===== src/hdl/bfa_pkg.sv =====
// ----------------------------------------------------------------------------
// bfa_pkg
// Shared types and constants for the best-fit block allocator.
// ----------------------------------------------------------------------------
package bfa_pkg;

	// table geometry and allocation granule (granule is a power of two)
	localparam int MAX_ENTRIES = 32;
	localparam int ALIGN_UNIT  = 16;
	localparam int IDX_W       = $clog2(MAX_ENTRIES);
	localparam int CNT_W       = $clog2(MAX_ENTRIES + 1);
	localparam int DATA_W      = 32;
	localparam int AMT_W       = DATA_W + 1;

	// request kinds
	localparam logic MODE_ALLOC   = 1'b0;
	localparam logic MODE_RELEASE = 1'b1;

	// result status codes
	typedef enum logic [1:0] {
		ST_OK        = 2'd0,
		ST_NOT_FOUND = 2'd1,
		ST_FULL      = 2'd2,
		ST_OVERFLOW  = 2'd3
	} status_t;

	// one block table entry as stored in the table RAM
	typedef struct packed {
		logic              busy;
		logic [DATA_W-1:0] size;
		logic [DATA_W-1:0] start;
	} entry_t;

	localparam int ENTRY_W = $bits(entry_t);

	// flags from the shared compare unit
	typedef struct packed {
		logic fits;      // entry size >= rounded amount
		logic le_best;   // entry size <= best size so far
		logic start_eq;  // entry start == release offset
	} cmp_res_t;

endpackage


===== src/hdl/bfa_ram.sv =====
// ----------------------------------------------------------------------------
// bfa_ram
// Generic single-write, single-read RAM with registered read data.
// ----------------------------------------------------------------------------
module bfa_ram #(
	parameter int WIDTH = 8,
	parameter int DEPTH = 32
) (
	input  logic                     clk,
	input  logic                     we,
	input  logic [$clog2(DEPTH)-1:0] waddr,
	input  logic [WIDTH-1:0]         wdata,
	input  logic [$clog2(DEPTH)-1:0] raddr,
	output logic [WIDTH-1:0]         rdata
);

	logic [WIDTH-1:0] mem_q [DEPTH];

	// write port and registered read port
	always_ff @(posedge clk) begin
		if (we) begin
			mem_q[waddr] <= wdata;
		end
		rdata <= mem_q[raddr];
	end

endmodule


===== src/hdl/bfa_cmp_unit.sv =====
// ----------------------------------------------------------------------------
// bfa_cmp_unit
// Shared compare and add unit: checks one table entry per cycle during the
// scan and forms the new pool end when the table is updated.
// ----------------------------------------------------------------------------
module bfa_cmp_unit
	import bfa_pkg::*;
(
	input  logic [DATA_W-1:0] entry_size,
	input  logic [DATA_W-1:0] entry_start,
	input  logic [AMT_W-1:0]  amount,
	input  logic [DATA_W-1:0] best_size,
	input  logic [DATA_W-1:0] offset,
	input  logic [DATA_W-1:0] add_base,
	output cmp_res_t          res,
	output logic [AMT_W-1:0]  sum
);

	// entry checks
	always_comb begin
		res.fits     = {1'b0, entry_size} >= amount;
		res.le_best  = entry_size <= best_size;
		res.start_eq = entry_start == offset;
	end

	// pool end with carry out for overflow detection
	assign sum = {1'b0, add_base} + amount;

endmodule


===== src/hdl/best_fit_block_allocator.sv =====
// Each request reads the table once, one RAM read per block below the block
// count, and then decides the outcome and any table update.
// One request at a time: the next is accepted only after the previous result
// is registered, so a stalled result also holds off the next request.
// Reset: arst_n clears the block count, pool total and control state; the
// table contents stay undefined and only entries below the count are read.
// ----------------------------------------------------------------------------
// best_fit_block_allocator
// Best-fit pool allocator over an ordered block table held in a RAM, with a
// small sequencer driving a shared compare and add unit.
// ----------------------------------------------------------------------------
module best_fit_block_allocator
	import bfa_pkg::*;
(
	input  logic        clk,
	input  logic        arst_n,
	input  logic        s_tvalid,
	output logic        s_tready,
	input  logic [63:0] s_tdata,   // request_size [31:0], release_offset [63:32]
	input  logic [0:0]  s_tuser,   // mode [0]
	output logic        m_tvalid,
	input  logic        m_tready,
	output logic [63:0] m_tdata,   // grant_offset [31:0], pool_total [63:32]
	output logic [1:0]  m_tuser    // status [1:0]
);

	typedef enum logic [2:0] {
		S_IDLE   = 3'b001,
		S_SCAN   = 3'b010,
		S_DECIDE = 3'b100
	} state_t;

	localparam logic [AMT_W-1:0] ALIGN_MASK = AMT_W'(ALIGN_UNIT - 1);

	state_t             state_q;
	logic               mode_q;
	logic [AMT_W-1:0]   amount_q;
	logic [DATA_W-1:0]  offset_q;
	logic [CNT_W-1:0]   count_q;
	logic [DATA_W-1:0]  total_q;
	logic [CNT_W-1:0]   scan_idx_q;
	logic               rd_vld_q;
	logic [IDX_W-1:0]   rd_idx_q;
	logic               best_found_q;
	logic [IDX_W-1:0]   best_idx_q;
	logic [DATA_W-1:0]  best_start_q;
	logic [DATA_W-1:0]  best_size_q;
	logic               last_busy_q;
	logic [DATA_W-1:0]  last_start_q;
	logic               match_found_q;
	logic [IDX_W-1:0]   match_idx_q;
	logic [DATA_W-1:0]  match_size_q;
	logic               m_tvalid_q;
	logic [DATA_W-1:0]  out_offset_q;
	logic [DATA_W-1:0]  out_total_q;
	status_t            out_status_q;

	logic               accept;
	logic               issue;
	logic               out_free;
	logic [AMT_W-1:0]   amount_raw;
	logic [AMT_W-1:0]   amount_new;
	logic [IDX_W-1:0]   last_idx;
	logic               last_free;
	entry_t             rd_entry;
	logic [ENTRY_W-1:0] rd_data;
	cmp_res_t           cmp;
	logic [AMT_W-1:0]   sum;
	logic [DATA_W-1:0]  add_base;
	logic               wr_en;
	logic [IDX_W-1:0]   wr_idx;
	entry_t             wr_entry;
	logic               upd_total;
	logic               upd_count;
	logic [DATA_W-1:0]  res_offset;
	status_t            res_status;

	assign s_tready = state_q == S_IDLE;
	assign accept   = s_tvalid && s_tready;
	assign out_free = !m_tvalid_q || m_tready;

	// round the request size up to the allocation granule
	assign amount_raw = {1'b0, s_tdata[31:0]} + ALIGN_MASK;
	assign amount_new = amount_raw & ~ALIGN_MASK;

	assign issue     = (state_q == S_SCAN) && (scan_idx_q < count_q);
	assign last_idx  = IDX_W'(count_q - CNT_W'(1));
	assign last_free = (count_q != '0) && !last_busy_q;
	assign rd_entry  = entry_t'(rd_data);
	assign add_base  = last_free ? last_start_q : total_q;

	bfa_ram #(
		.WIDTH (ENTRY_W),
		.DEPTH (MAX_ENTRIES)
	) u_table (
		.clk   (clk),
		.we    (wr_en),
		.waddr (wr_idx),
		.wdata (wr_entry),
		.raddr (scan_idx_q[IDX_W-1:0]),
		.rdata (rd_data)
	);

	bfa_cmp_unit u_cmp (
		.entry_size  (rd_entry.size),
		.entry_start (rd_entry.start),
		.amount      (amount_q),
		.best_size   (best_size_q),
		.offset      (offset_q),
		.add_base    (add_base),
		.res         (cmp),
		.sum         (sum)
	);

	// decide the outcome of the request and the table update
	always_comb begin
		wr_en      = 1'b0;
		wr_idx     = best_idx_q;
		wr_entry   = '{busy: 1'b1, size: best_size_q, start: best_start_q};
		upd_total  = 1'b0;
		upd_count  = 1'b0;
		res_offset = '0;
		res_status = ST_OK;
		if (mode_q == MODE_RELEASE) begin
			res_offset = offset_q;
			if (match_found_q) begin
				wr_en    = 1'b1;
				wr_idx   = match_idx_q;
				wr_entry = '{busy: 1'b0, size: match_size_q, start: offset_q};
			end else begin
				res_status = ST_NOT_FOUND;
			end
		end else if (amount_q[AMT_W-1]) begin
			res_status = ST_OVERFLOW;
		end else if (best_found_q) begin
			wr_en      = 1'b1;
			res_offset = best_start_q;
		end else if (last_free) begin
			if (sum[AMT_W-1]) begin
				res_status = ST_OVERFLOW;
			end else begin
				wr_en      = 1'b1;
				wr_idx     = last_idx;
				wr_entry   = '{busy: 1'b1, size: amount_q[DATA_W-1:0], start: last_start_q};
				upd_total  = 1'b1;
				res_offset = last_start_q;
			end
		end else if (count_q == CNT_W'(MAX_ENTRIES)) begin
			res_status = ST_FULL;
		end else if (sum[AMT_W-1]) begin
			res_status = ST_OVERFLOW;
		end else begin
			wr_en      = 1'b1;
			wr_idx     = count_q[IDX_W-1:0];
			wr_entry   = '{busy: 1'b1, size: amount_q[DATA_W-1:0], start: total_q};
			upd_total  = 1'b1;
			upd_count  = 1'b1;
			res_offset = total_q;
		end
		// hold the update until the result register can take the outcome
		if (!(state_q == S_DECIDE && out_free)) begin
			wr_en     = 1'b0;
			upd_total = 1'b0;
			upd_count = 1'b0;
		end
	end

	// sequencer and persistent counters
	always_ff @(posedge clk or negedge arst_n) begin
		if (!arst_n) begin
			state_q    <= S_IDLE;
			count_q    <= '0;
			total_q    <= '0;
			scan_idx_q <= '0;
			rd_vld_q   <= 1'b0;
			m_tvalid_q <= 1'b0;
		end else begin
			// drop the result once taken, unless a new one replaces it
			if (m_tready && state_q != S_DECIDE) begin
				m_tvalid_q <= 1'b0;
			end
			case (state_q)
				S_IDLE: begin
					scan_idx_q <= '0;
					rd_vld_q   <= 1'b0;
					if (accept) begin
						state_q <= S_SCAN;
					end
				end
				S_SCAN: begin
					rd_vld_q <= issue;
					if (issue) begin
						scan_idx_q <= scan_idx_q + CNT_W'(1);
					end else if (!rd_vld_q) begin
						state_q <= S_DECIDE;
					end
				end
				S_DECIDE: begin
					if (out_free) begin
						m_tvalid_q <= 1'b1;
						state_q    <= S_IDLE;
					end
				end
				default: begin
					state_q <= S_IDLE;
				end
			endcase
			if (upd_total) begin
				total_q <= sum[DATA_W-1:0];
			end
			if (upd_count) begin
				count_q <= count_q + CNT_W'(1);
			end
		end
	end

	// request capture, scan bookkeeping and result register
	always_ff @(posedge clk) begin
		if (accept) begin
			mode_q        <= s_tuser[0];
			amount_q      <= amount_new;
			offset_q      <= s_tdata[63:32];
			best_found_q  <= 1'b0;
			best_size_q   <= '0;
			match_found_q <= 1'b0;
			last_busy_q   <= 1'b1;
		end
		if (issue) begin
			rd_idx_q <= scan_idx_q[IDX_W-1:0];
		end
		if (state_q == S_SCAN && rd_vld_q) begin
			// keep the smallest fitting free block, later block wins a tie
			if (!rd_entry.busy && cmp.fits && (!best_found_q || cmp.le_best)) begin
				best_found_q <= 1'b1;
				best_idx_q   <= rd_idx_q;
				best_start_q <= rd_entry.start;
				best_size_q  <= rd_entry.size;
			end
			// remember the last block of the table
			if (rd_idx_q == last_idx) begin
				last_busy_q  <= rd_entry.busy;
				last_start_q <= rd_entry.start;
			end
			// first block whose start matches the release offset
			if (cmp.start_eq && !match_found_q) begin
				match_found_q <= 1'b1;
				match_idx_q   <= rd_idx_q;
				match_size_q  <= rd_entry.size;
			end
		end
		if (state_q == S_DECIDE && out_free) begin
			out_offset_q <= res_offset;
			out_status_q <= res_status;
			out_total_q  <= upd_total ? sum[DATA_W-1:0] : total_q;
		end
	end

	assign m_tvalid = m_tvalid_q;
	assign m_tdata  = {out_total_q, out_offset_q};
	assign m_tuser  = out_status_q;

endmodule

===== config.mk =====
export PLATFORM = sky130hd
export DESIGN_NAME = best_fit_block_allocator
export DESIGN_NICKNAME = d
export VERILOG_FILES = /design/src/hdl/bfa_pkg.sv /design/src/hdl/bfa_ram.sv /design/src/hdl/bfa_cmp_unit.sv /design/src/hdl/best_fit_block_allocator.sv
export SDC_FILE = /design/constraint.sdc
export NUM_CORES = 2
export LEC_CHECK = 0
export BUFFER_PORTS_ARGS = -buffer_cell sky130_fd_sc_hd__buf_2
export CORE_MARGIN = 2
export CORE_UTILIZATION = 50
export CTS_CLUSTER_DIAMETER = 200
export DETAILED_ROUTE_END_ITERATION = 16
export MAX_ROUTING_LAYER = met4
export PLACE_DENSITY = 0.66
export SETUP_SLACK_MARGIN = 0.4
export SLEW_MARGIN = 0
export SYNTH_ARGS = -nofsm -noshare
export SYNTH_HDL_FRONTEND = slang
export SYNTH_SLANG_ARGS = --single-unit

===== constraint.sdc =====
create_clock -name clk -period 17.27 [get_ports clk]
set_input_delay 2.5905 -clock clk [delete_from_list [all_inputs] [get_ports clk]]
set_output_delay 2.5905 -clock clk [all_outputs]
set_load 0.03 [all_outputs]

# After elaboration in Yosys (flattened, before gate mapping)
# Memories as Yosys holds them, arrays and structs flattened. A register that Yosys moved wholly into a read port is not among the register bits.
# Cells that the tools add are included.
# classes
n_mux	74
reduce_logical	23
order_cmp	3
n_eq_ne	12
n_addsub	5
# op_table
op	count
$mux W32	12
$mux W65	5
$mux W64	3
$mux W5	8
$add A32 B33 Y33	1
$add A32 B4 Y33 const B	1
$ge A32 B33 Y1	1
$eq A32 B32 Y1	1
$le A32 B32 Y1	1
$mux W1	32
$add A6 B1 Y6 const B	2
$mux W2	6
$mux W3	4
$pmux W6 S2	1
$logic_and A1 B1 Y1	9
$pmux W3 S3	1
$ne A2 B2 Y1 const B	4
$reduce_and A2 Y1	4
$eq A6 B6 Y1 const B	1
$lt A6 B6 Y1	1
$mux W6	1
$reduce_bool A6 Y1	1
$eq A5 B5 Y1	1
$logic_not A1 Y1	5
10 further kinds	11
# word_totals
in_bits	69
ff_bits	323
word_cells	140
mem_count	1
mem_bits_rw	2080
output_inout_bits	68
# mem_list
memory	words	word_bits	read_ports	rd_clocked_by_memory_dff	wr	line_no	source
u_table.mem_q	32	65	1	1	1	bfa_ram.sv:17	logic [WIDTH-1:0] mem_q [DEPTH];

# Logic depth before layout (Yosys ltp)
# depth
ltp_word	13
depth_mapped	22
mapped_depth_nobuf	19

# Hierarchy
# Synthesis repeated with hierarchy kept, for this count alone.
# hier_totals
cells_unflattened	4839
area_unflattened_um2	98463.2
# by_module_without_submodules
mod	seq_area_each_um2	cells_each	instances	area_per_inst_um2
bfa_ram	63761.2	3147	1	80188.2
best_fit_block_allocator	9105.0	1199	1	14646.5
bfa_cmp_unit	0.0	493	1	3628.5

# Worst setup path before layout
# OpenSTA, ideal clock, no wires.
# synth_path
kind	reg-to-reg
from	register count_q[0]
to	memory u_table.mem_q[24][0] in the netlist's numbering, enable pin
setup_ns	0.489
path_buffers	3
setup_slack_ns	9.145
path_stages_with_launch	21
synth_period_minus_slack_ns	8.125
t_required_ns	16.781
arrival_ns	7.637
cell_sequence	dfrtp_1 -> inv_1 -> ha_1 -> inv_1 -> nor4_1 -> a21o_1 -> buf_2 -> buf_1 -> mux2_2 -> ha_1 -> buf_2 -> nand4_1 -> nor2_1 -> nand4_1 -> or4_4 -> a211o_1 -> and3_1 -> or3_4 -> a31oi_4 -> nand3b_2 -> nor2_1
# synth_between
elab_cells_between_ends	22
classes_between	add/sub (2); eq/ne (1); mux (17); reduce/logical (2)
# synth_rtl
element	line_no	source
start: declaration	best_fit_block_allocator.sv:39	logic [CNT_W-1:0] count_q;
start signal: assignment	best_fit_block_allocator.sv:212	count_q <= count_q + CNT_W'(1);
$sub A5 B1 Y5	best_fit_block_allocator.sv:87	assign last_idx = IDX_W'(count_q - CNT_W'(1));
via last_idx[0]	best_fit_block_allocator.sv:63	logic [IDX_W-1:0] last_idx;
$mux W5	best_fit_block_allocator.sv:139	if (sum[AMT_W-1]) begin
$mux W5	best_fit_block_allocator.sv:138	end else if (last_free) begin
$mux W5	best_fit_block_allocator.sv:135	end else if (best_found_q) begin
$mux W5	best_fit_block_allocator.sv:133	end else if (amount_q[AMT_W-1]) begin
$mux W5	best_fit_block_allocator.sv:124	if (mode_q == MODE_RELEASE) begin
end: declaration	bfa_ram.sv:17	
# The timed path passes the listed nets, and every way through them passes these cells.

# Worst setup path in the final report
# layout_path
from	register count_q[0]
to	memory u_table.mem_q[5][31] in the netlist's numbering, enable pin
# The elaborated chain is that of the path after synthesis.

==> results_tabular.tex <==
\begin{tabular}{lr}
\hline
Metric & Value \\
\hline
\multicolumn{2}{l}{\textbf{Detailed routing}} \\
\quad DRC violations left & 0 \\
\quad Detailed Route WL & roughly 260 mm \\
\quad Post-route ant nets & 0 \\
\quad Via Count & 49000 \\
\quad Number of vias per cell & 6.26 \\
\quad Detailed router's first-iteration violation count & $\sim$6400 \\
\quad Average detailed-routed wire length per instance & 33.2 um \\
\quad DRT Pass-1 Iters & 6 \\
\multicolumn{2}{l}{\textbf{Logic synthesis}} \\
\quad Post-synthesis cell area & 97900 um2 \\
\quad Post-Synthesis Net Count & slightly below 5000 \\
\quad Seq cells post-synth & 2468 \\
\quad Dominant combinational cell family by area after synthesis & multiplexers \\
\quad Post-synthesis adder-cell area fraction & 0.0126 \\
\quad Synthesized instance count & 4711 \\
\quad Cell variety after synth & 79 \\
\quad Compound-cell area share of the yosys netlist & 0.0277 \\
\quad EDFF count, synth & 2319 \\
\quad Synthesized area divided by synthesized cell count & 20.8 um2 \\
\quad Synthesized-area fraction occupied by xor and xnor cells & 0.00912 \\
\quad Proportion of register bits with asynchronous set or reset after synthesis & 0.0199 \\
\quad Synth warn & 0 \\
\quad Leading register cell type out of synthesis & edfxtp\_1 \\
\quad Share of synthesized area occupied by flip-flops and latches & 0.744 \\
\quad Simple-gate area share of the yosys netlist & 0.0220 \\
\quad Portion of netlist area occupied by mux cells & 0.172 \\
\multicolumn{2}{l}{\textbf{Setup path}} \\
\quad Required time worst endpoint & about 18000 ps \\
\quad Crit start category & register \\
\quad Category of the most critical setup path & reg -> reg \\
\quad CP endpoint kind & register \\
\quad Worst path bufs/invs & 5 \\
\quad Arrival @ worst endpoint & 9690 ps \\
\quad Largest stage delay on the critical path & 1010 ps \\
\quad Cells traversed along the worst timing path & inv\_1 -> ha\_1 -> inv\_1 -> nor4\_1 -> a21o\_2 -> mux2\_2 -> ha\_1 -> inv\_1 -> fa\_1 -> and2b\_1 -> o31a\_2 -> nor4\_2 -> or4\_4 -> a211o\_1 -> and3\_1 -> nor2\_1 -> o221a\_2 -> nand2\_1 -> nor2\_4 -> buf\_4 -> buf\_4 \\
\quad Critical-path top delay cell & nor2\_4 \\
\quad Delay-heaviest family, CP & simple AND/OR/NAND/NOR gates \\
\quad Most used cell along the critical path & inv\_1 \\
\quad Critical Path Fanout Max & 31 \\
\multicolumn{2}{l}{\textbf{Floorplan}} \\
\quad Number of cell rows & 162 \\
\quad Overall die width & between 400 and 500 um \\
\quad Die outline height & 447 um \\
\quad Number of primary I/O pins & between 100 and 150 \\
\quad Core Area & 195000 um2 \\
\quad Total Die Area & around 200000 um2 \\
\quad Starting utilization of the core area & 0.503 \\
\multicolumn{2}{l}{\textbf{CTS}} \\
\quad Count of cells resized by post-cts repair & 0 \\
\quad CTS tree & built \\
\quad Postcts setup bufs & 0 \\
\quad Root buffer cell & clkbuf\_16 \\
\quad Sink count of the clock tree & about 2500 \\
\quad H-tree Lvls & 4 \\
\quad Maximum buffer depth of the clock tree & 3 \\
\quad CTS Hold Bufs & 0 \\
\quad Clock latency at the later pin of the worst-skew pair & 890 ps \\
\quad Inserted Clock Buffers & about 240 \\
\quad Clk pin slew, worst setup/hold paths & 60 ps \\
\multicolumn{2}{l}{\textbf{Cells and area}} \\
\quad Area grow syn2layout & 13.2\% \\
\quad Layout cell share with drive strength beyond 1 & 0.304 \\
\quad Seq. cell area & around 73000 um2 \\
\quad Multi-input gate area & 24500 um2 \\
\quad Final nets & roughly 5200 \\
\quad Fill cell total of the finished layout & between 10000 and 15000 \\
\multicolumn{2}{l}{\textbf{Placement}} \\
\quad Placer Congestion & about 0.90 \\
\quad Number of buffers inserted by port buffering & roughly 140 \\
\quad DPL Wire Length & between 150 and 200 mm \\
\multicolumn{2}{l}{\textbf{Power and ir drop}} \\
\quad Seq pwr share & 0.501 \\
\quad Total power & 14400 uW \\
\quad Switch share & 0.258 \\
\quad Peak supply drop & 119 uV \\
\quad Power share of the combinational group & 0.133 \\
\quad Power density over the cells & 130 nW/um2 \\
\quad P\_sw & 3730 uW \\
\quad Clk pwr share & 0.366 \\
\quad Leakage component of the power & 0.0347 uW \\
\quad Internal Dissipation & 10700 uW \\
\multicolumn{2}{l}{\textbf{STA}} \\
\quad Setup Total Neg Slack & 0 ps \\
\quad Skew final & 44.6 ps \\
\quad Worst max-slew margin expressed relative to the limit & 0.0775 \\
\quad Achievable Freq & 109 MHz \\
\quad Hold violation count in the final report & 0 \\
\quad Measured slew at the worst slew-check pin & 1380 ps \\
\quad Unrepaired setup endpoints after global routing & no \\
\quad Final period utilization & 0.534 \\
\quad Final setup violation count & 0 \\
\quad Pins over their slew limit & 0 \\
\quad Minimum period implied by the final worst setup slack & 9220 ps \\
\multicolumn{2}{l}{\textbf{Global routing}} \\
\quad Number of global-route vias before repair & 48500 \\
\quad Global-route met2 utilization & 0.411 \\
\quad First-pass GRT wire length & 368 mm \\
\quad Antenna violations before repair & 7 \\
\quad Overall overflow remaining after global route & 0 \\
\quad Met1 global-route usage & 0.372 \\
\quad Gr busiest metal & met2 \\
\quad Global Route Usage Sum & 0.271 \\
\quad Met3 Resource Use GR & 0.0434 \\
\quad Largest net degree at the start of global routing & 102 \\
\multicolumn{2}{l}{\textbf{Hold path}} \\
\quad Worst hold path class & reg -> reg \\
\multicolumn{2}{l}{\textbf{Flow run}} \\
\quad Number of max-capacitance violations reported & 0 \\
\multicolumn{2}{l}{\textbf{Run status}} \\
\quad Status & completed \\
\hline
\end{tabular}
[sequential cells by signal (all words and copies together) (netlist names), 6 cells and up]
signal         cells
amount_q          29
out_offset_q      32
scan_idx_q         6
last_start_q      32
u_table.mem_q   2080
out_total_q       32
count_q            6
best_start_q      32
match_size_q      32
best_size_q       32
u_table.rdata     65
offset_q          32
total_q           32
[power groups by stage]
stage | Combinational [uW] | Sequential [uW] | Clock (uW)
global route | 2060 | 7240 | 5590
detailed placement | 1900 | 7350 | 0
floorplan | 1210 | 7220 | 0
finish | 1920 | 7240 | 5290
CTS | 1910 | 7230 | 5360
global placement | 1870 | 7350 | 0
[through the flow]
| stage | utilization | hold slack (ps) | instances | instance area, um2 | setup slack (ps) |
|---|---|---|---|---|---|
| floorplan | - | 426 | 4711 | 97900 | 9140 |
| global placement | 0.528 | 448 | 7376 | 103000 | 8300 |
| detailed placement | 0.528 | 463 | 7376 | 103000 | 8180 |
| CTS | 0.569 | 478 | 7824 | 111000 | 8100 |
| global route | 0.569 | 494 | 7830 | 111000 | 7730 |
| finish | 0.569 | 479 | 7832 | 111000 | 8050 |
[Yosys cell counts (6+ instances only)]
library cell,n,area share
a211oi_1,25,0.0019
a21o_1,23,0.0018
a21oi_1,103,0.0053
a22o_1,33,0.0030
a32oi_1,7,0.00063
and3_1,14,0.00089
buf_1,45,0.0017
buf_2,11,0.00056
clkbuf_1,176,0.0067
dfrtp_1,48,0.012
dfxtp_1,100,0.020
edfxtp_1,2319,0.71
ha_1,97,0.012
inv_1,87,0.0033
mux2_1,6,0.00069
mux2_2,153,0.018
mux2i_1,37,0.0038
mux4_2,650,0.15
nand2_1,195,0.0075
nand2b_1,11,0.00070
nand3_1,20,0.0010
nand4_1,27,0.0017
nor2_1,123,0.0047
nor2b_1,9,0.00058
nor3_1,18,0.00092
nor4_1,12,0.00077
o211ai_1,6,0.00046
o21a_1,7,0.00054
o21ai_0,74,0.0038
o21ai_1,15,0.00077
o22ai_1,33,0.0021
o31ai_1,42,0.0032
xnor2_1,47,0.0042
xor2_1,55,0.0049
[logic make-up (layout without fill, tap and decap cells)]
family                   after synthesis  count (layout)
buffers and inverters                323             813
other                                  0               7
adder cells (fa/ha/maj)               98              98
XOR/XNOR                             102             102
flip-flops                          2468            2468
AND/OR/NAND/NOR                      465             465
AO/OA/AOI/OAI                        409             409
multiplexers                         846             846
[metal layers]
metal | up-vias | routed length (um) | share of wire
li1 | 20100 | - | -
met1 | 26300 | 105000 | 0.41
met2 | 2271 | 123000 | 0.47
met3 | 418 | 19600 | 0.076
met4 | 0 | 11500 | 0.044
met5 | - | 0 | 0
[worst reg2reg max path, cell delays in order, from the launching register on]
cell and delay, ps:
dfrtp_1 470, inv_1 160, ha_1 240, inv_1 70
nor4_1 530, a21o_2 870, mux2_2 360, ha_1 170
inv_1 60, fa_1 480, and2b_1 250, o31a_2 160
nor4_2 60, or4_4 580, a211o_1 380, and3_1 220
nor2_1 620, o221a_2 330, nand2_1 520, nor2_4 1010
buf_4 550, buf_4 670
[worst paths after layout]
check,from,endpoint,slack (ps),cells after the start
worst max-delay path,count_q[0]$_DFFE_PN0P_,u_table.mem_q[5][31]$_DFFE_PP_,8050,21
worst min-delay path,u_table.rdata[24]$_DFF_P_,best_start_q[24]$_DFFE_PP_,480,0
worst max register to register,count_q[0]$_DFFE_PN0P_,u_table.mem_q[5][31]$_DFFE_PP_,8050,21
worst min register to register,u_table.rdata[24]$_DFF_P_,best_start_q[24]$_DFFE_PP_,480,0
max in group asynchronous,arst_n,scan_idx_q[4]$_DFFE_PN0P_,14800,2
min in group asynchronous,arst_n,scan_idx_q[5]$_DFFE_PN0P_,1880,2
[cells in the final DEF (no fill, tap or decap), types with 12 or more instances in the layout]
cell,Yosys,layout
xnor2_1,47,47
nor3_1,18,17
nor2_4,0,33
dfrtp_1,48,43
a21oi_2,1,23
a21o_1,23,22
clkinvlp_4,0,16
nor2_1,123,90
clkinv_1,0,25
edfxtp_1,2319,2319
and3_1,14,13
buf_2,11,136
o21ai_1,15,15
inv_1,87,84
buf_4,3,137
clkinv_2,0,44
o31ai_4,0,19
nand3_1,20,19
nor4_1,12,12
nand4_1,27,27
clkbuf_16,0,243
a22o_1,33,33
a211oi_1,25,25
mux2i_1,37,37
bufinv_16,0,25
mux2_2,153,153
o22ai_1,33,32
o21ai_0,74,74
dfxtp_1,100,98
o31ai_2,0,12
clkbuf_1,176,62
ha_1,97,97
a21oi_1,103,79
nand2_1,195,195
mux4_2,650,650
xor2_1,55,55
clkbuf_8,0,23
[area by class of cell]
type	count	share of cell area
diodes	7	0.000158
clock buffers	328	0.0598
clock inverters	120	0.0125
inverters	88	0.00301
multi-input cells	1920	0.221
flip-flops and latches	2468	0.658
well taps	2624	0.0296
repair buffers	277	0.0161
No activity file was read; power rests on OpenSTA's default activity.
